**config.mk**
```make
export PLATFORM = sky130hd
export DESIGN_NAME = sha_front_flat
export DESIGN_NICKNAME = d
export VERILOG_FILES = /design/src/sv/sha_pkg.sv /design/src/sv/sha_if.sv /design/src/sv/sha_front.sv /design/src/flat_wrapper.sv
export SDC_FILE = /design/constraint.sdc
export NUM_CORES = 1
export LEC_CHECK = 0
export BUFFER_PORTS_ARGS = -buffer_cell sky130_fd_sc_hd__buf_2
export CAP_MARGIN = 10
export CORE_ASPECT_RATIO = 2
export CORE_MARGIN = 1
export CORE_UTILIZATION = 30
export CTS_CLUSTER_DIAMETER = 40
export CTS_CLUSTER_SIZE = 14
export DETAILED_ROUTE_END_ITERATION = 12
export GPL_TIMING_DRIVEN = 0
export SYNTH_ARGS = -nofsm -noshare
export SYNTH_HDL_FRONTEND = slang
export SYNTH_SLANG_ARGS = --single-unit
```
**constraint.sdc**
```tcl
create_clock -name clock -period 17.19 [get_ports clock]
set_input_delay 0.8595 -clock clock [delete_from_list [all_inputs] [get_ports clock]]
set_output_delay 0.8595 -clock clock [all_outputs]
set_load 0.005 [all_outputs]
```
**src/sv/sha_pkg.sv**
```systemverilog
// ----------------------------------------------------------------------------
// SHA-256 digest core package
// Shared types, round constants and initial hash values.
// ----------------------------------------------------------------------------
package sha_pkg;

   localparam int unsigned QUEUE_DEPTH_DEF = 2;

   // one 512-bit block handed from the packer to the round engine
   typedef struct packed {
      logic             last_blk;
      logic [15:0][31:0] words;
   } blk_job_type;

   localparam logic [31:0] ROUND_K [64] = '{
      32'h428a2f98, 32'h71374491, 32'hb5c0fbcf, 32'he9b5dba5,
      32'h3956c25b, 32'h59f111f1, 32'h923f82a4, 32'hab1c5ed5,
      32'hd807aa98, 32'h12835b01, 32'h243185be, 32'h550c7dc3,
      32'h72be5d74, 32'h80deb1fe, 32'h9bdc06a7, 32'hc19bf174,
      32'he49b69c1, 32'hefbe4786, 32'h0fc19dc6, 32'h240ca1cc,
      32'h2de92c6f, 32'h4a7484aa, 32'h5cb0a9dc, 32'h76f988da,
      32'h983e5152, 32'ha831c66d, 32'hb00327c8, 32'hbf597fc7,
      32'hc6e00bf3, 32'hd5a79147, 32'h06ca6351, 32'h14292967,
      32'h27b70a85, 32'h2e1b2138, 32'h4d2c6dfc, 32'h53380d13,
      32'h650a7354, 32'h766a0abb, 32'h81c2c92e, 32'h92722c85,
      32'ha2bfe8a1, 32'ha81a664b, 32'hc24b8b70, 32'hc76c51a3,
      32'hd192e819, 32'hd6990624, 32'hf40e3585, 32'h106aa070,
      32'h19a4c116, 32'h1e376c08, 32'h2748774c, 32'h34b0bcb5,
      32'h391c0cb3, 32'h4ed8aa4a, 32'h5b9cca4f, 32'h682e6ff3,
      32'h748f82ee, 32'h78a5636f, 32'h84c87814, 32'h8cc70208,
      32'h90befffa, 32'ha4506ceb, 32'hbef9a3f7, 32'hc67178f2
   };

   localparam logic [7:0][31:0] HASH_IV = {
      32'h5be0cd19, 32'h1f83d9ab, 32'h9b05688c, 32'h510e527f,
      32'ha54ff53a, 32'h3c6ef372, 32'hbb67ae85, 32'h6a09e667
   };

   localparam logic [7:0] PAD_MARK = 8'h80;

endpackage

```
**src/sv/sha_if.sv**
```systemverilog
// ----------------------------------------------------------------------------
// SHA-256 digest core channels
// Valid/ready channels for message bytes in and digest words out.
// ----------------------------------------------------------------------------
interface sha_req_if;
   logic       valid;
   logic       ready;
   logic [7:0] data_byte;
   logic       has_byte;
   logic       end_of_message;

   modport source (output valid, output data_byte, output has_byte,
                   output end_of_message, input ready);
   modport sink   (input valid, input data_byte, input has_byte,
                   input end_of_message, output ready);
endinterface


```
**src/sv/sha_front.sv**
```systemverilog
// ----------------------------------------------------------------------------
// SHA-256 byte packer
// Packs message bytes big-endian into blocks, counts the bit length and
// appends the padding and length bytes at message end.
// ----------------------------------------------------------------------------
module sha_front
   import sha_pkg::*;
(
   input  logic        clock,
   input  logic        reset,
   sha_req_if.sink     req_chan,
   output logic        push_valid,
   output blk_job_type push_job,
   input  logic        push_space
);

   localparam logic ST_TAKE = 1'b0;
   localparam logic ST_PAD  = 1'b1;

   logic              state_ff, state_in;
   logic [5:0]        pos_ff, pos_in;
   logic [63:0]       len_ff, len_in;
   logic [15:0][31:0] words_ff, words_in;
   logic              pad_first_ff, pad_first_in;
   logic              len_ok_ff, len_ok_in;

   logic              accept;
   logic              byte_en;
   logic [7:0]        byte_val;
   logic [15:0][31:0] blk;
   logic              blk_full;

   assign req_chan.ready = (state_ff == ST_TAKE) && push_space;
   assign accept         = req_chan.valid & req_chan.ready;
   assign blk_full       = (pos_ff == 6'd63);

   always_comb begin
      state_in     = state_ff;
      pos_in       = pos_ff;
      len_in       = len_ff;
      words_in     = words_ff;
      pad_first_in = pad_first_ff;
      len_ok_in    = len_ok_ff;
      push_valid   = 1'b0;
      byte_en      = 1'b0;
      byte_val     = req_chan.data_byte;

      if (state_ff == ST_TAKE) begin
         byte_en = accept & req_chan.has_byte;
      end else begin
         byte_en = push_space;
         if (pad_first_ff) begin
            byte_val = PAD_MARK;
         end else if (len_ok_ff && (pos_ff[5:3] == 3'b111)) begin
            byte_val = len_ff[{~pos_ff[2:0], 3'b000} +: 8];
         end else begin
            byte_val = 8'h00;
         end
      end

      blk = words_ff;
      blk[pos_ff[5:2]][{~pos_ff[1:0], 3'b000} +: 8] = byte_val;

      push_job.words    = blk;
      push_job.last_blk = 1'b0;

      if (byte_en) begin
         words_in = blk;
         pos_in   = pos_ff + 1'b1;
         if (blk_full) begin
            push_valid = 1'b1;
         end
      end

      if (accept) begin
         if (req_chan.has_byte) begin
            len_in = len_ff + 64'd8;
         end
         if (req_chan.end_of_message) begin
            state_in     = ST_PAD;
            pad_first_in = 1'b1;
         end
      end

      if ((state_ff == ST_PAD) && byte_en) begin
         if (pad_first_ff) begin
            pad_first_in = 1'b0;
            // set if the marker left 8 slots for the length, or filled the block so the next one is fresh
            len_ok_in    = (pos_ff <= 6'd55) || blk_full;
         end else if (blk_full) begin
            if (len_ok_ff) begin
               push_job.last_blk = 1'b1;
               state_in          = ST_TAKE;
               len_in            = '0;
            end else begin
               len_ok_in = 1'b1;
            end
         end
      end
   end

   always_ff @(posedge clock) begin
      if (reset) begin
         state_ff     <= ST_TAKE;
         pos_ff       <= '0;
         len_ff       <= '0;
         pad_first_ff <= 1'b0;
         len_ok_ff    <= 1'b0;
      end else begin
         state_ff     <= state_in;
         pos_ff       <= pos_in;
         len_ff       <= len_in;
         pad_first_ff <= pad_first_in;
         len_ok_ff    <= len_ok_in;
      end
   end

   always_ff @(posedge clock) begin
      words_ff <= words_in;
   end

endmodule

```
**src/flat_wrapper.sv**
```systemverilog
// flat-port wrapper written by rule: the top's interface ports become plain ports
module sha_front_flat import sha_pkg::*;
  (clock, reset, push_valid, push_job, push_space, req_chan_valid, req_chan_data_byte, req_chan_has_byte, req_chan_end_of_message, req_chan_ready);
  sha_req_if req_chan_i ();
  input  logic clock;
  input  logic reset;
  output logic push_valid;
  output blk_job_type push_job;
  input  logic push_space;
  input wire logic [$bits(req_chan_i.valid)-1:0] req_chan_valid;
  input wire logic [$bits(req_chan_i.data_byte)-1:0] req_chan_data_byte;
  input wire logic [$bits(req_chan_i.has_byte)-1:0] req_chan_has_byte;
  input wire logic [$bits(req_chan_i.end_of_message)-1:0] req_chan_end_of_message;
  output wire logic [$bits(req_chan_i.ready)-1:0] req_chan_ready;
  assign req_chan_i.valid = req_chan_valid;
  assign req_chan_i.data_byte = req_chan_data_byte;
  assign req_chan_i.has_byte = req_chan_has_byte;
  assign req_chan_i.end_of_message = req_chan_end_of_message;
  assign req_chan_ready = req_chan_i.ready;
  sha_front u_core (.clock(clock), .reset(reset), .req_chan(req_chan_i), .push_valid(push_valid), .push_job(push_job), .push_space(push_space));
endmodule
```
---- Word-level counts from Yosys, hierarchy flattened ----
Index checks and enable logic that the tools add are counted.
storage, ports and cells
  output and inout bits ................... 515
  logic and storage cells ................. 75
  input bits .............................. 14
  register bits ........................... 585
operators by class
  shifts and indexed selects .............. 3
  bitwise logic cells ..................... 5
  add/subtract/negate cells ............... 3
  $lt $le $gt $ge ......................... 3
  reduce and logical (&&, ||, !) cells .... 7
  multiplexer cells ....................... 31
  equality and inequality tests ........... 2
operator list
  kind                                                         number
  bitwise mux 512 bit                                          1
  2-to-1 mux 64 bit                                            6
  demux 32 bit (select 4 bit)                                  1
  adder 64 x 4 -> 64 bit (second input constant)               1
  variable part select 64 x 7 -> 8 bit                         1
  2-to-1 mux 32 bit                                            1
  variable shift 8 x 7 -> 32 bit (first input constant)        1
  variable part select 8 x 7 -> 32 bit                         1
  2-to-1 mux 8 bit                                             3
  2-to-1 mux 1 bit                                             19
  negator 5 -> 7 bit                                           1
  adder 6 x 1 -> 6 bit (second input constant)                 1
  == test 6 bit (second input constant)                        1
  less-or-equal comparator 6 bit (second input constant)       1
  less-than comparator 4 x 5 -> 1 bit (second input constant)  1
  >= comparator 4 x 1 -> 1 bit (second input constant)         1
  logical AND 1 bit                                            4
  == test 3 bit (second input constant)                        1
  inverter 3 bit                                               1
  bitwise AND 1 bit                                            2
  inverter 2 bit                                               1
  AND reduction 2 bit                                          1
  nonzero test 2 bit                                           1
  logical OR 1 bit                                             1
  inverter 1 bit                                               1

---- Depth between registers and ports, before layout ----
Gate-level depths: netlist (run 1).
  depth after elaboration ................. 8
  mapped depth ............................ 10
  gate-level depth less buffers ........... 7

---- Worst setup path after synthesis (run 1) ----
Ideal clock, no wire load.
  path kind ............................... input-to-reg
  start ................................... input port push_space
  end ..................................... register u_core.pos_ff[4]
  setup time .............................. 0.070 ns
  data required time ...................... 17.120 ns
  arrival time ............................ 13.399 ns
  setup slack ............................. 3.721 ns
  stages on the path ...................... 6
  cell sequence ........................... buf_2 nand4b_2 nand2_1 nand4_1 xor2_1 nor2_1
between the ends
  word-level cells in the longest chain between the ends .. 4
RTL lines
  item                      line               source
  start, declared           flat_wrapper.sv:9  input logic push_space;
  logical AND 1 bit         sha_front.sv:33    assign req_chan.ready = (state_ff == ST_TAKE) && push_space;
  bitwise AND 1 bit         sha_front.sv:34    assign accept = req_chan.valid & req_chan.ready;
  bitwise AND 1 bit         sha_front.sv:49    byte_en = accept & req_chan.has_byte;
  2-to-1 mux 1 bit (*)      sha_front.sv:48    if (state_ff == ST_TAKE) begin
  named net u_core.byte_en  sha_front.sv:28    logic byte_en;
  end signal, assigned      sha_front.sv:111   pos_ff <= pos_in;
  end, declared             sha_front.sv:21    logic [5:0] pos_ff, pos_in;
The timed path passes the listed nets; every way through them passes the cells marked *.
A chain may end at the register's enable or synchronous reset.

==> metrics.txt, run 1 <==
Hold Vio Cnt, Final=0; Main synth FF type=edfxtp_1; P&R area growth vs syn=25.5%; Slew HR=28.1%; Max Transition Viols Final=0; CTS root buf=clkbuf_16; status=completed; Setup violations, final=0; Worst setup SP type=register; Tot Pwr=3.33 mW; Layout Skew=34.0 ps; diodes inserted=0; dominant cell type by area after synthesis=edfxtp_1; worst slew pin tran=1070 ps; Pre-Repair DR Iteration Count=5; vias per cell=4.96; routed wl met2=47.3 mm; Worst setup EP type=primary output; count leader, synth=nand2_1; initial antenna violation count=7; Post-CTS Resized=0; largest net degree at the start of global routing=67; Synth Register Bits=582; Die X=roughly 210 um; GRT Residual Overflow=0; Mean Syn Cell Area=~12 um2; initial DRC count=1242; met1 wire length=35.0 mm; Fmax achieved=between 150 and 200 MHz; Synth top cells by count=601 x nand2_1, 512 x edfxtp_1, 233 x o21ai_0; min cycle time layout=5320 ps; Avg WL per Cell=between 20 and 25 um; antenna viol nets, final=0; Num CTS Buffers=66; Synth Cell Area=between 20000 and 30000 um2; non-filler cells, final=3949; Layout Nets=2853; Initial Util=30.3%; asr flop ratio synth=0%; RSZ-0062 raised after global routing=no; routability cong.=0.887; final wirelength=91.5 mm; wire length of the first global-routing pass=131 mm; syn_nets=approximately 2.2k; Worst VDD drop=approximately 0.000088 V; Worst-Skew Late Latency=640 ps; I/O pin count=529; Worst Path Arrival=between 4000 and 5000 ps; GRT Total Usage=20.6%; setup repair bufs after CTS=0; max cap viols=0; Power Density=103 nW/um2; Hold Path Class=register to register; Top Layer Used=met5; CTS tree=yes; Synth top area share=59.7%; die area=87100 um2; critical path class=register to primary output; post-route DRC violation count=0; height of the die=416 um; Core Util, Final=38.1%; fin crit share=30.9%; Crit Path Max Fanout=10; placed insts=approximately 3.8k; CP required=16330 ps; clk buf depth=3; met3 WL=5.78 mm; Synth area leaders=edfxtp_1 60%, nand2_1 8.8%, dfxtp_1 5.4%; Post-synth EDFFs=512; total number of vias=about 20k; CTS Hold Bufs=0; sequential element share of the synthesized area=65.2%; detailed placement HPWL=67.8 mm; post-synthesis cell count=2222; vias in the first global route=between 15k and 20k; H-tree Lvls=3; layout cells sized above 1=31.0%; synth warn=0; Core ar.=84800 um2; I/O Buffers=526; Reg clk slew, reported paths=60 ps; Clock Sinks=582; Pleak=12.7 nW; Yosys cell types=61; # rows=151
[path summary, 6_finish.rpt]
path,from,end,slack (ps),cells past startpoint
worst max-delay path,u_core.pos_ff[1],push_job[255],11870,9
worst min-delay path,u_core.len_ff[63],u_core.len_ff[63],490,2
worst max register to register,u_core.pos_ff[1],u_core.words_ff[255],13320,8
worst min register to register,u_core.len_ff[63],u_core.len_ff[63],490,2
[metal layers]
metal	vias to the layer above	global-route usage (%)
li1	9311	-
met1	9448	23.1
met2	696	37.3
met3	149	4.76
met4	2	8.40
met5	-	0
[per-stage QoR]
step,hold slack (ps),setup WS [ps],setup TNS [ps],cell area (um2)
after CTS,471,11740,0,32300
after global placement,471,-2180,-1107290,29700
after global routing,497,11560,0,32300
after detailed placement,486,12440,0,30100
after floorplan,455,3720,0,25700
final,489,11870,0,32300
[placed cells by master, fill, tap and decap left out, types with 11 or more instances in the layout]
| master | instances |
|---|---|
| nand2_1 | 600 |
| buf_2 | 544 |
| edfxtp_1 | 512 |
| o21ai_0 | 233 |
| o21ai_1 | 176 |
| o21ai_2 | 116 |
| clkbuf_1 | 82 |
| nor2_1 | 72 |
| dfxtp_1 | 70 |
| clkbuf_16 | 69 |
| buf_6 | 36 |
| nand4_1 | 30 |
| a21oi_1 | 29 |
| xor2_1 | 28 |
| nand3_1 | 22 |
| or3_1 | 21 |
| inv_1 | 17 |
| nand2b_4 | 16 |
| nand2_4 | 14 |
| xnor2_1 | 13 |
| mux4_2 | 12 |
| mux2_2 | 12 |
| and3_1 | 11 |
[worst max-delay path, cell delays in order, from the launching register on]
cell and delay (ps):
dfxtp_1 380, buf_2 300, buf_2 310, inv_1 150, ha_1 450, nor3_4 650
nand2_1 460, clkbuf_1 520, o21ai_0 420, buf_2 180
[registers in the layout, summed over array words and instances (netlist names)]
signal and flops:
u_core.words_ff 512, u_core.pos_ff 6, u_core.len_ok_ff 1, u_core.state_ff 1, u_core.len_ff 61, u_core.pad_first_ff 1
[logic make-up (layout without fill, tap and decap cells)]
group | count (synthesis) | in the layout | synth area share, %
mux | 27 | 27 | 1.69
xor+xnor | 41 | 41 | 1.39
fa+ha+maj | 6 | 6 | 0.292
compound gates | 580 | 580 | 13.5
buf+inv | 152 | 808 | 3.16
flops | 582 | 582 | 65.2
simple gates | 834 | 834 | 14.8
[layout make-up]
type	count	area (um2)
buffer	134	747
clock buffer	76	1780
clock inverter	37	454
fill	8459	52500
inverter	18	67.6
multi-input combinational	1488	8190
sequential	582	16800
tap	1071	1340
timing repair buffer	543	2950
[power by group]
part | total, mW | switching, mW | internal, mW
sequential | 1.61 | 0.0141 | 1.60
combinational | 0.256 | 0.175 | 0.0812
clock | 1.46 | 0.627 | 0.837
total | 3.33 | 0.816 | 2.52
Power figures use the tool's default switching activity.
==> inputs of run 2 (changes only) <==
==> constraint.sdc (replaced) <==
create_clock -name clock -period 5.24 [get_ports clock]
set_input_delay 0.262 -clock clock [delete_from_list [all_inputs] [get_ports clock]]
set_output_delay 0.262 -clock clock [all_outputs]
set_load 0.005 [all_outputs]
==> run 2 against run 1 <==
Worst hold slack worse by 180 ps; largest cell class unchanged; sequential share of layout area up 0.14 points; count of clock-buffer cells in the layout up 7; critical path depth unchanged; final area down 0.27%; utilization down 0.10 points; sequential power rose to 3.3 times the previous value; clock power rose to 3.3 times the previous value; global-route usage up 0.066 points; combinational power rose to 3.2 times the previous value; register-to-register slack worse by 12000 ps; cell count up 0.10%.
==> metrics.txt, run 2 (synthesized netlist as in run 1, its figures left out) <==
status=completed; Initial Util=~30%; Worst-Skew Late Latency=650 ps; non-filler cells, final=3953; setup repair bufs after CTS=0; dpl ws=1200 ps; Tot Pwr=10.9 mW; placed insts=3832; crit path cell chain=buf_2, buf_2, inv_1, ha_1, nor3_4, nand2_1, clkbuf_1, o21ai_0, buf_2; antenna viol nets, final=0; min cycle time layout=4700 ps; post-route DRC violation count=0; Max Transition Viols Final=0; Crit Path Max Fanout=10; worst slew pin tran=around 1200 ps; die area=approximately 87000 um2; Comb power frac=7.6%; Int Power=8.21 mW; Layout Skew=27.6 ps; height of the die=416 um; detailed placement HPWL=approximately 67 mm; vias in the first global route=19.2k; Worst Path Arrival=about 4400 ps; design area=32200 um2; total number of vias=19.7k; fin crit share=89.7%; Core Util, Final=a little under two fifths; Setup TNS=0 ps; final wirelength=between 90 and 100 mm; wire length of the first global-routing pass=between 100 and 150 mm; Core ar.=84800 um2; sw frac=24.6%; Worst VDD drop=0.000306 V; RSZ-0062 raised after global routing=no; commonest non-fill, non-tap cell in the layout=nand2_1; Hold Vio Cnt, Final=0; GRT Residual Overflow=0; I/O pin count=between 500 and 600; I/O Buffers=526; CP required=4980 ps; CTS root buf=clkbuf_16; critical path class=register to primary output; Largest register FFs=512; Die X=roughly 210 um; routability cong.=0.893; max cap viols=0; PnR worst setup slack=538 ps; Worst setup SP type=register; Power Density=338 nW/um2; GRT Total Usage=20.7%; CTS tree=yes; Reg power frac=48.6%; Pre-Repair DR Iteration Count=5; Pleak=roughly 13 nW; P&R area growth vs syn=25.1%; Setup violations, final=0; commonest cells after routing, fill and taps aside=600 x nand2_1, 545 x buf_2, 512 x edfxtp_1, 233 x o21ai_0, 176 x o21ai_1; clk buf depth=3; Avg WL per Cell=23.2 um; Top reg by flops=u_core.words_ff; # fillers=8451; CP dominant cell by count=buf_2; initial antenna violation count=5; Worst setup EP type=primary output; diodes inserted=0; Reg clk slew, reported paths=60 ps; largest net degree at the start of global routing=118; Fmax achieved=213 MHz; switching power=2.69 mW; Layout Nets=approximately 2.9k; Hold Path Class=input port to register; Hold WS=about 300 ps; Crit-path slowest cell=nor3_4; initial DRC count=1327; H-tree Lvls=3; # rows=151; vias per cell=4.98; Num CTS Buffers=68; delay of the slowest critical-path stage=650 ps; cell area after placement=around 30000 um2; Slew HR=a little over a fifth; layout cells sized above 1=30.7%; largest registers=u_core.words_ff: 512 flops, u_core.len_ff: 61 flops, u_core.pos_ff: 6 flops; clock power share=about 44%; Clock Sinks=582
[run 2: cell count changes in the layout (fill, tap and decap cells not counted), sizes merged]
cell and delta:
clkbuf +7, bufinv -2, clkinvlp +2, inv -2, dlygate4sd3 +5, buf -4
clkinv -2
[run 2: final cells by class]
type | instances | area (um2) | share of cell area, %
Clock inverter | 33 | 365 | 1.13
Clock buffer | 83 | 1840 | 5.72
Sequential cell | 582 | 16800 | 52.1
Timing Repair Buffer | 544 | 2880 | 8.94
Multi-Input combinational cell | 1488 | 8200 | 25.4
Inverter | 18 | 67.6 | 0.210
Buffer | 134 | 747 | 2.32
Tap cell | 1071 | 1340 | 4.16
[run 2: final timing paths]
check	start	endpoint	slack, ps	depth (start not counted)
setup / recovery	u_core.pos_ff[1]	push_job[351]	540	9
hold / removal	req_chan_has_byte	u_core.len_ff[4]	300	4
setup reg to reg	u_core.pos_ff[1]	u_core.words_ff[159]	1420	8
hold reg to reg	u_core.len_ff[63]	u_core.len_ff[63]	500	2
[run 2: layer usage]
layer / track usage (%) / part of all wire, % / vias to the layer above
met5: 0 / 0.025 / -
met4: 9.62 / 4.5 / 4
met3: 4.89 / 6.6 / 174
met2: 36.7 / 51 / 752
met1: 23.2 / 38 / 9454
li1: - / - / 9318
[run 2: timing repair]
item	4_1_cts	5_1_grt
endpoints found under the hold margin	6	0
gates resized for setup	0	0
endpoints found under the setup margin	0	0
hold buffers	5	0
[run 2: critical path: cells and delay by family, from the launching register on]
family	cells	cell delay [ps]
and+or+nand+nor	2	1060
AOI/OAI and AO/OA	1	410
DFF	1	390
buffers and inverters	5	1480
adders and majority gates	1	450
[run 2: power groups by stage]
stage / combinational (mW) / sequential [mW] / clock (mW)
global route: 0.900 / 5.31 / 5.03
finish: 0.827 / 5.30 / 4.78
detailed placement: 0.836 / 5.40 / 0
global placement: 0.813 / 5.45 / 0
CTS: 0.841 / 5.30 / 4.90
floorplan: 0.426 / 5.42 / 0
