--- src/sv/sha_pkg.sv ---
// ----------------------------------------------------------------------------
// SHA-256 digest core package
// Shared types, round constants and initial hash values.
// ----------------------------------------------------------------------------
package sha_pkg;

   localparam int unsigned QUEUE_DEPTH_DEF = 2;

   // one 512-bit block handed from the packer to the round engine
   typedef struct packed {
      logic             last_blk;
      logic [15:0][31:0] words;
   } blk_job_type;

   localparam logic [31:0] ROUND_K [64] = '{
      32'h428a2f98, 32'h71374491, 32'hb5c0fbcf, 32'he9b5dba5,
      32'h3956c25b, 32'h59f111f1, 32'h923f82a4, 32'hab1c5ed5,
      32'hd807aa98, 32'h12835b01, 32'h243185be, 32'h550c7dc3,
      32'h72be5d74, 32'h80deb1fe, 32'h9bdc06a7, 32'hc19bf174,
      32'he49b69c1, 32'hefbe4786, 32'h0fc19dc6, 32'h240ca1cc,
      32'h2de92c6f, 32'h4a7484aa, 32'h5cb0a9dc, 32'h76f988da,
      32'h983e5152, 32'ha831c66d, 32'hb00327c8, 32'hbf597fc7,
      32'hc6e00bf3, 32'hd5a79147, 32'h06ca6351, 32'h14292967,
      32'h27b70a85, 32'h2e1b2138, 32'h4d2c6dfc, 32'h53380d13,
      32'h650a7354, 32'h766a0abb, 32'h81c2c92e, 32'h92722c85,
      32'ha2bfe8a1, 32'ha81a664b, 32'hc24b8b70, 32'hc76c51a3,
      32'hd192e819, 32'hd6990624, 32'hf40e3585, 32'h106aa070,
      32'h19a4c116, 32'h1e376c08, 32'h2748774c, 32'h34b0bcb5,
      32'h391c0cb3, 32'h4ed8aa4a, 32'h5b9cca4f, 32'h682e6ff3,
      32'h748f82ee, 32'h78a5636f, 32'h84c87814, 32'h8cc70208,
      32'h90befffa, 32'ha4506ceb, 32'hbef9a3f7, 32'hc67178f2
   };

   localparam logic [7:0][31:0] HASH_IV = {
      32'h5be0cd19, 32'h1f83d9ab, 32'h9b05688c, 32'h510e527f,
      32'ha54ff53a, 32'h3c6ef372, 32'hbb67ae85, 32'h6a09e667
   };

   localparam logic [7:0] PAD_MARK = 8'h80;

endpackage

--- src/sv/sha_fifo.sv ---
// ----------------------------------------------------------------------------
// SHA-256 block queue
// Small register FIFO of packed blocks between packer and round engine.
// ----------------------------------------------------------------------------
module sha_fifo
   import sha_pkg::*;
#(
   parameter int unsigned DEPTH = QUEUE_DEPTH_DEF
) (
   input  logic        clock,
   input  logic        reset,
   input  logic        push_valid,
   input  blk_job_type push_job,
   output logic        push_space,
   input  logic        pop,
   output logic        pop_valid,
   output blk_job_type pop_job
);

   localparam int unsigned PTR_W = (DEPTH > 1) ? $clog2(DEPTH) : 1;
   localparam int unsigned CNT_W = $clog2(DEPTH + 1);

   blk_job_type        mem_ff [DEPTH];
   logic [PTR_W-1:0]   wr_ptr_ff, wr_ptr_in;
   logic [PTR_W-1:0]   rd_ptr_ff, rd_ptr_in;
   logic [CNT_W-1:0]   count_ff, count_in;
   logic               do_push, do_pop;

   assign push_space = (count_ff != CNT_W'(DEPTH));
   assign pop_valid  = (count_ff != '0);
   assign pop_job    = mem_ff[rd_ptr_ff];
   assign do_push    = push_valid & push_space;
   assign do_pop     = pop & pop_valid;

   always_comb begin
      wr_ptr_in = wr_ptr_ff;
      rd_ptr_in = rd_ptr_ff;
      count_in  = count_ff;
      if (do_push) begin
         wr_ptr_in = (wr_ptr_ff == PTR_W'(DEPTH - 1)) ? '0 : wr_ptr_ff + 1'b1;
      end
      if (do_pop) begin
         rd_ptr_in = (rd_ptr_ff == PTR_W'(DEPTH - 1)) ? '0 : rd_ptr_ff + 1'b1;
      end
      if (do_push && !do_pop) begin
         count_in = count_ff + 1'b1;
      end else if (do_pop && !do_push) begin
         count_in = count_ff - 1'b1;
      end
   end

   always_ff @(posedge clock) begin
      if (reset) begin
         wr_ptr_ff <= '0;
         rd_ptr_ff <= '0;
         count_ff  <= '0;
      end else begin
         wr_ptr_ff <= wr_ptr_in;
         rd_ptr_ff <= rd_ptr_in;
         count_ff  <= count_in;
      end
   end

   always_ff @(posedge clock) begin
      if (do_push) begin
         mem_ff[wr_ptr_ff] <= push_job;
      end
   end

endmodule

--- config.mk ---
export PLATFORM = sky130hd
export DESIGN_NAME = sha_fifo
export DESIGN_NICKNAME = d
export VERILOG_FILES = /design/src/sv/sha_pkg.sv /design/src/sv/sha_fifo.sv
export SDC_FILE = /design/constraint.sdc
export NUM_CORES = 1
export LEC_CHECK = 0
export BUFFER_PORTS_ARGS = -buffer_cell sky130_fd_sc_hd__buf_2
export CAP_MARGIN = 10
export CORE_AREA = 2 2 402 404
export CTS_BUF_LIST = sky130_fd_sc_hd__clkbuf_2 sky130_fd_sc_hd__clkbuf_4 sky130_fd_sc_hd__clkbuf_8
export CTS_CLUSTER_DIAMETER = 80
export DETAILED_ROUTE_END_ITERATION = 6
export DIE_AREA = 0 0 404 406
export GPL_ROUTABILITY_DRIVEN = 0
export MAX_ROUTING_LAYER = met4
export PLACE_DENSITY = 0.45
export SETUP_SLACK_MARGIN = 0.2
export SLEW_MARGIN = 20
export SYNTH_ARGS = -nofsm -noshare
export SYNTH_HDL_FRONTEND = slang
export SYNTH_SLANG_ARGS = --single-unit
export TNS_END_PERCENT = 5
--- constraint.sdc ---
create_clock -name clock -period 21.9 [get_ports clock]
set_input_delay 6.57 -clock clock [delete_from_list [all_inputs] [get_ports clock]]
set_output_delay 6.57 -clock clock [all_outputs]
set_load 0.01 [all_outputs]
=== Word-level counts from Yosys, hierarchy flattened ===
Memories as Yosys holds them, arrays and structs flattened. A register that Yosys moved wholly into a read port is not among the register bits.
Cells that the tools add are included.
Widths: inputs -> output; s select.

* Register bits after elaboration: 4
* RAM bits: 1026
* Input port bits: 517
* Output and inout bits: 515
* Logic and storage cells: 25
* Memories: 1

{| class="wikitable"
|+ Memories
! memory !! words !! bits a word !! read ports !! clocked after memory_dff !! write ports !! line !! RTL
|-
| mem_ff || 2 || 513 || 1 || 1 || 1 || sha_fifo.sv:23 || <nowiki>blk_job_type mem_ff [DEPTH];</nowiki>
|}

* Add/subtract/negate cells: 4
* Equality and inequality tests: 1
* Muxes and demuxes: 8
* Bitwise gates (word level): 2
* Reductions and logical operators: 6

{| class="wikitable"
|+ Operator list
! kind !! number
|-
| $mux 1 || 6
|-
| $mux 2 || 2
|-
| $reduce_bool 2->1 || 2
|-
| $add 1x1->1 const B || 2
|-
| $add 2x1->2 const B || 1
|-
| $and 1x1->1 || 2
|-
| $logic_and 1x1->1 || 2
|-
| $logic_not 1->1 || 2
|-
| $ne 2x2->1 const B || 1
|-
| $sub 2x1->2 const B || 1
|}

=== Longest topological paths before layout ===
Gate-level depths: netlist of the first run.

* Depth in word-level cells: 6
* Gate-level depth with buffers: 6

=== Least setup slack after synthesis of the first run ===
No wires, ideal clock.

* Path kind: input to register
* Start point: input port push_valid
* End point: memory mem_ff[1][0] in the netlist's numbering, enable pin
* Arrival time: 18.242 ns
* Required time: 20.952 ns
* Setup slack: 2.710 ns
* Cell stages on the path: 1
* Buffers on the path: 0
* Path through: and3_1

* Longest elaborated chain between the ends: 3

{| class="wikitable"
|+ Ends and longest elaborated chain
! what !! line !! RTL
|-
| from (decl) || sha_fifo.sv:12 || <nowiki>input logic push_valid,</nowiki>
|-
| $and 1x1->1 || sha_fifo.sv:32 || <nowiki>assign do_push = push_valid & push_space;</nowiki>
|-
| $mux 1 || sha_fifo.sv:65 || <nowiki>if (do_push) begin</nowiki>
|-
| $mux 1 (not written as such) || sha_fifo.sv:66 || <nowiki>mem_ff[wr_ptr_ff] <= push_job;</nowiki>
|-
| to (decl) || sha_fifo.sv:23 ||
|}

No other way between the ends.

==> results of run 1 <==
-- synth_stat cells --
master | number | share of area (%)
or2_2 | 1 | 0.017
inv_1 | 1 | 0.010
buf_2 | 4 | 0.053
nand2b_1 | 1 | 0.017
and3_1 | 1 | 0.017
buf_6 | 53 | 1.6
xor2_1 | 3 | 0.070
a21bo_2 | 1 | 0.027
and2_1 | 1 | 0.017
ha_1 | 1 | 0.033
nor2_1 | 3 | 0.030
a21oi_1 | 2 | 0.027
mux2_2 | 513 | 15
edfxtp_1 | 1026 | 82
dfxtp_1 | 5 | 0.27
nand3b_1 | 1 | 0.020
or3_1 | 1 | 0.017
o21ai_0 | 2 | 0.027
-- logic make-up (layout without fill, tap and decap cells) --
group / after synthesis / after routing / share of synthesized area [%]
xor gates and xnor gates: 3 / 3 / 0.0702
DFF: 1031 / 1031 / 82.6
buffers and inverters: 58 / 1372 / 1.66
and+or+nand+nor: 9 / 9 / 0.134
adders and majority gates: 1 / 1 / 0.0334
muxes: 513 / 513 / 15.4
AOI/OAI and AO/OA: 5 / 5 / 0.0802
other: 0 / 34 / 0
-- power groups by stage --
| stage | Combinational (W) | Clock [W] | Sequential [W] |
|---|---|---|---|
| after floorplan | 0.000819 | 0 | 0.00269 |
| final | 0.00135 | 0.00173 | 0.00254 |
| after CTS | 0.00139 | 0.00180 | 0.00254 |
| after global routing | 0.00146 | 0.00188 | 0.00256 |
| after global placement | 0.00139 | 0 | 0.00258 |
| after detailed placement | 0.00139 | 0 | 0.00258 |
-- metrics by stage --
| step | util, % | cell area (sq um) |
|---|---|---|
| 2_1_floorplan | - | 37400 |
| 3_3_place_gp | 28.1 | 44800 |
| 3_5_place_dp | 28.1 | 44800 |
| 4_1_cts | 30.2 | 48300 |
| 5_1_grt | 30.3 | 48400 |
| 6_report | 30.3 | 48400 |
-- registers in the layout, summed over array words and instances (netlist names), named ones only --
register,cells
rd_ptr_ff,1
mem_ff,1026
count_ff,2
wr_ptr_ff,1
-- critical path, stage by stage, from the launching register on --
cell	delay (ns)
dfxtp_4	1.03
buf_4	0.75
buf_4	0.58
buf_4	0.80
mux2_2	0.43
buf_2	0.14
-- final timing paths --
path / from / to / slack, ns / cells after the start
max reg2reg: count_ff[0]$_SDFFE_PP0P_ / mem_ff[1][483]$_DFFE_PP_ / 17.58 / 5
min: rd_ptr_ff$_SDFFE_PP0P_ / rd_ptr_ff$_SDFFE_PP0P_ / 0.50 / 2
max: register / pop_job[399] / 10.51 / 5
min reg2reg: rd_ptr_ff$_SDFFE_PP0P_ / rd_ptr_ff$_SDFFE_PP0P_ / 0.50 / 2
-- final cells by class --
cell class	count	area share [%]
multi-input cells	531	12.2
repair buffers	1051	11.1
well taps	2086	5.40
clock buffers	238	6.05
inverters	1	0.0233
clock inverters	82	1.21
diodes	34	0.176
flip-flops and latches	1031	63.9
-- layer usage --
metal / vias to the layer above / GRT usage [%]
li1: 8946 / -
met1: 10061 / 14.5
met2: 943 / 23.6
met3: 276 / 7.02
met4: 0 / 5.12
met5: - / -
==> metrics.md, run 1 <==
| Metric | Value |
|---|---|
| Largest net degree at the start of global routing | `156` |
| Hold crit path type | `reg -> reg` |
| Chip width | `404 um` |
| Fillers | `16,045` |
| Data required, critical path | `between 15 and 20 ns` |
| WL/cell | `23.5 um` |
| Syn Inst Count | `1,620` |
| Clock Pin Slew Worst Setup and Hold Paths | `0.05 ns` |
| Total negative slack | `0 ns` |
| Root Driver | `clkbuf_8` |
| Yosys warns | `0` |
| Total CTS buffers | `179` |
| Final Hold Fails | `0` |
| Initial DRC Count | `roughly 1,200` |
| Worst setup EP type | `output pin` |
| Sequential power share | `45.1%` |
| Clock Power Share | `a little under a third` |
| Total number of vias | `20,226` |
| Post-CTS Setup Repair Bufs | `0` |
| Worst skew pair latency | `0.84 ns` |
| Met3 WL | `12.6 mm` |
| Sw frac | `between 20% and 30%` |
| Routed WL | `119 mm` |
| Vias in the first global route | `between 20,000 and 25,000` |
| VDD IR-drop max | `~67 uV` |
| Total power | `0.00562 W` |
| Cts repair resizes | `0` |
| Part of the Yosys area used for sequential elements | `82.6%` |
| Status | `finished, final reports clean` |
| Final Non-Filler Cells | `roughly 5,100` |
| Startpoint class of the critical path | `register` |
| DRC | `0` |
| Worst-path fanout max | `77` |
| Crit Path Class | `reg -> out` |
| Cell Pwr Density | `between 100 and 150 nW/um^2` |
| Max Cap Viol | `0` |
| Min cycle time layout | `approximately 11 ns` |
| Die Area | `164,000 sq um` |
| Vias per inst | `4.00` |
| Rel. slew slack | `16.2%` |
| Core area | `~160,000 sq um` |
| Most frequent cells in the layout | `buf_2, edfxtp_1, mux2_2` |
| Final Net Count | `3,313` |
| CTS tree | `done` |
| Top sig layer | `met4` |
| Setup WS pre-CTS | `11.29 ns` |
| Setup ws final | `around 11 ns` |
| Comb power frac | `24.1%` |
| Post-Syn Area | `37,400 sq um` |
| Initial antenna violation count | `98` |
| Metal1 wirelength | `43.3 mm` |
| Seq cells post-synth | `around 1,000` |
| # hold bufs at CTS | `0` |
| Antenna viol nets, final | `0` |
| Io pins | `1,032` |
| Syn_nets | `2,138` |
| Crit path DAT | `approximately 4.8 ns` |
| Fmax achieved | `87.8 MHz` |
| Final worst-path cycle share | `52.0%` |
| Port bufs | `between 1,000 and 1,500` |
| DR pass1 iterations | `4` |
| Placed instance count | `between 4,000 and 5,000` |
| Synthesis-to-finish area growth | `29.3%` |
| Clk sink count | `approximately 1,000` |
| Tot GR Track Use | `about 14%` |
| Vert. Die Dim | `406 um` |
| Starting Density | `23.4%` |
| Psw | `between 0.0015 and 0.002 W` |
| Rows | `approximately 150` |
| Hold slack | `0.504 ns` |
| FF+latch area | `slightly above 30,000 sq um` |
| First-pass GRT wire length | `158 mm` |
| Setup Skew | `0.0519 ns` |
| DP Wirelength | `between 80 and 90 mm` |
| RSZ-0062 raised after global routing | `false` |
| GRT Residual Overflow | `0` |
| CTS HTree Levels | `4` |
| Fraction of layout cells with a size suffix above 1 | `62.8%` |
| Setup violators final | `0` |
| Syn Area/Cell | `23.1 sq um` |
| Commonest non-fill, non-tap cell in the layout | `buf_2` |
| Static Leak | `17.6 nW` |
| Yosys cell types | `18` |
| Final Slew Violations | `0` |
| Met2 WL | `roughly 59 mm` |
| Clk buf depth | `3` |
| Multi-input logic area | `5900 sq um` |
| Worst-margin pin slew | `1.26 ns` |
| P_int | `0.00396 W` |
(Power assumes the default switching activity.)
==> run 2, diff against run 1 <==
==> constraint.sdc (replaced) <==
create_clock -name clock -period 10.75 [get_ports clock]
set_input_delay 3.225 -clock clock [delete_from_list [all_inputs] [get_ports clock]]
set_output_delay 3.225 -clock clock [all_outputs]
set_load 0.01 [all_outputs]
==> run 2 against run 1 <==
  * Global-route usage is 0.66 points lower
  * Register-to-register slack worse by 10 ns
  * Die area stayed put
  * First-iteration DRC count is 18% lower
  * Sequential power is 100% higher
  * Clock skew is 0.011 ns lower
  * Combinational power is 100% higher
  * Worst hold slack better by 0.0078 ns
  * Largest cell class unchanged
  * Highest routed layer unchanged
  * Count of clock-buffer cells in the layout is 6 higher
  * Power is 100% higher
  * Critical path depth is 1 lower
  * Core utilization hardly changed
==> metrics.md, run 2 (synthesis gave the netlist of run 1 again) <==
| Metric | Value |
|---|---|
| DR pass1 iterations | `5 (was 4)` |
| Final worst-path cycle share | `a little over three fifths` |
| Worst-path fanout max | `133 (was 77)` |
| Cts repair resizes | `0 (unchanged)` |
| FF+latch area | `30,900 sq um (unchanged)` |
| Hold depth | `2 (unchanged)` |
| Starting Density | `23.4% (unchanged)` |
| Max Cap Viol | `0 (unchanged)` |
| Status | `finished, final reports clean (unchanged)` |
| Crit Path Class | `reg -> out (unchanged)` |
| Clk buf depth | `3 (unchanged)` |
| Initial DRC Count | `1,016 (was 1,240)` |
| RSZ-0062 raised after global routing | `false (unchanged)` |
| Die Area | `164,000 sq um (unchanged)` |
| Fillers | `16,042 (was 16,045)` |
| Setup Skew | `0.0411 ns (was 0.0519 ns)` |
| Initial antenna violation count | `75 (was 98)` |
| Startpoint class of the critical path | `register (unchanged)` |
| GR met1 Demand/Resource | `14.6% (was 14.5%)` |
| Regs by FF count | `mem_ff: 1026 flops, count_ff: 2 flops (unchanged)` |
| Cell Pwr Density | `234 nW/um^2 (was 116 nW/um^2)` |
| Crit Reg-Reg Endpoint | `mem_ff[1][287]$_DFFE_PP_ (was mem_ff[1][483]$_DFFE_PP_)` |
| CTS HTree Levels | `4 (unchanged)` |
| Largest Register | `mem_ff (unchanged)` |
| GRT Residual Overflow | `0 (unchanged)` |
| Io pins | `1,032 (unchanged)` |
| Multi-input logic area | `5900 sq um (unchanged)` |
| Worst skew pair latency | `0.83 ns (was 0.84 ns)` |
| Met3 GRT Util | `6.24% (was 7.02%)` |
| Core area | `160,000 sq um (unchanged)` |
| Hold crit path type | `reg -> reg (unchanged)` |
| R2R Path Start | `count_ff[0]$_SDFFE_PP0P_ (unchanged)` |
| Fraction of layout cells with a size suffix above 1 | `63.1% (was 62.8%)` |
| Tot GR Track Use | `13.5% (was 14.2%)` |
| Placed instance count | `4,702 (was 4,700)` |
| Worst Hold Launch | `rd_ptr_ff$_SDFFE_PP0P_ (unchanged)` |
| Static Leak | `17.6 nW (about the same)` |
| Final Hold Fails | `0 (unchanged)` |
| # hold bufs at CTS | `0 (unchanged)` |
| Synthesis-to-finish area growth | `29.2% (was 29.3%)` |
| Routed WL | `113 mm (was 119 mm)` |
| Final Non-Filler Cells | `5,035 (was 5,054)` |
| Met2 Use GR | `21.8% (was 23.6%)` |
| Clk sink count | `1,031 (unchanged)` |
| Final design utilization | `30.3% (about the same)` |
| CTS tree | `done (unchanged)` |
| Root Driver | `clkbuf_8 (unchanged)` |
| Rows | `147 (unchanged)` |
| Chip width | `404 um (unchanged)` |
| Largest register FFs | `1,026 (unchanged)` |
| Post-Layout Inst Area | `48,300 sq um (was 48,400 sq um)` |
| Setup WS pre-CTS | `4.82 ns (was 11.29 ns)` |
| WL/cell | `22.4 um (was 23.5 um)` |
| Antenna viol nets, final | `0 (unchanged)` |
| Min cycle time layout | `6.73 ns` |
| Crit path DAT | `3.51 ns (was 4.82 ns)` |
| Rel. slew slack | `24.2% (was 16.2%)` |
| Post-CTS Setup Repair Bufs | `0 (unchanged)` |
| Fmax achieved | `about 150 MHz` |
| Worst setup EP type | `output pin (unchanged)` |
| Final Net Count | `3,315 (was 3,313)` |
| Worst-margin pin slew | `1.14 ns (was 1.26 ns)` |
| Vias per inst | `3.99 (was 4.00)` |
| Setup ws final | `4.02 ns (was 10.51 ns)` |
| Setup violators final | `0 (unchanged)` |
| Worst R2R Path Depth | `4 (was 5)` |
| Vert. Die Dim | `406 um (unchanged)` |
| Most frequent cells in the layout | `buf_2, edfxtp_1, mux2_2 (unchanged)` |
| First-pass GRT wire length | `152 mm (was 158 mm)` |
| Commonest non-fill, non-tap cell in the layout | `buf_2 (unchanged)` |
| VDD IR-drop max | `144 uV (was 67.1 uV)` |
| Total CTS buffers | `179 (unchanged)` |
| GRT Max-Usage Layer | `met2 (unchanged)` |
| DRC | `0 (unchanged)` |
| Final Slew Violations | `0 (unchanged)` |
| Dpl cell area | `44,900 sq um (was 44,800 sq um)` |
| Data required, critical path | `7.53 ns (was 15.33 ns)` |
| Vias in the first global route | `20,954 (was 21,284)` |
| Clock Pin Slew Worst Setup and Hold Paths | `0.05 ns (about the same)` |
| Worst reg-to-reg setup slack | `7.54 ns (was 17.58 ns)` |
| DP Wirelength | `81.6 mm (was 87.3 mm)` |
| Port bufs | `1,031 (unchanged)` |
| Largest net degree at the start of global routing | `143 (was 156)` |
| Total number of vias | `20,072 (was 20,226)` |
## run 2: worst max-delay path by stage
stage | startpoint | slack (ns) | depth (start not counted) | endpoint
final | register | 4.02 | 4 | pop_job[248]
after global routing | register | 3.73 | 4 | pop_job[231]
after CTS | register | 3.81 | 4 | pop_job[248]
after detailed placement | register | 4.82 | 4 | pop_job[248]
after global placement | register | 4.86 | 4 | pop_job[245]
after floorplan | push_valid | -3.32 | 2 | mem_ff[0][0]$_DFFE_PP_
## run 2: critical path, stage by stage, from the launching register on
cell and delay, ns:
dfxtp_4 0.89, buf_12 0.41, buf_12 0.42, mux2_2 0.41
buf_2 0.14
## run 2: metrics by stage
| step | hold WS [ns] | power [W] | TNS, ns |
|---|---|---|---|
| final | 0.512 | 0.0113 | 0 |
| after floorplan | 0.471 | 0.00708 | -1701.17 |
| after global routing | 0.544 | 0.0119 | 0 |
| after detailed placement | 0.492 | 0.00802 | 0 |
| after CTS | 0.516 | 0.0116 | 0 |
| after global placement | 0.490 | 0.00803 | 0 |
## run 2: final cells by class
class / count / share of cell area, %
sequential: 1031 / 63.9
antenna: 28 / 0.145
tap: 2086 / 5.40
clock inverter: 61 / 0.864
multi-input combinational: 531 / 12.2
inverter: 1 / 0.0233
timing repair buffer: 1053 / 11.2
clock buffer: 244 / 6.20
## run 2: power breakdown
part | internal [W] | switching [W]
Combinational | 0.00115 | 0.00156
Sequential | 0.00503 | 0.000150
Clock | 0.00186 | 0.00159
Total | 0.00804 | 0.00329
## run 2: per-layer routing
metal / vias to the layer above / part of all wire, %
met5: - / 0
met4: 0 / 2.5
met3: 243 / 11
met2: 923 / 50
met1: 9980 / 37
li1: 8926 / -
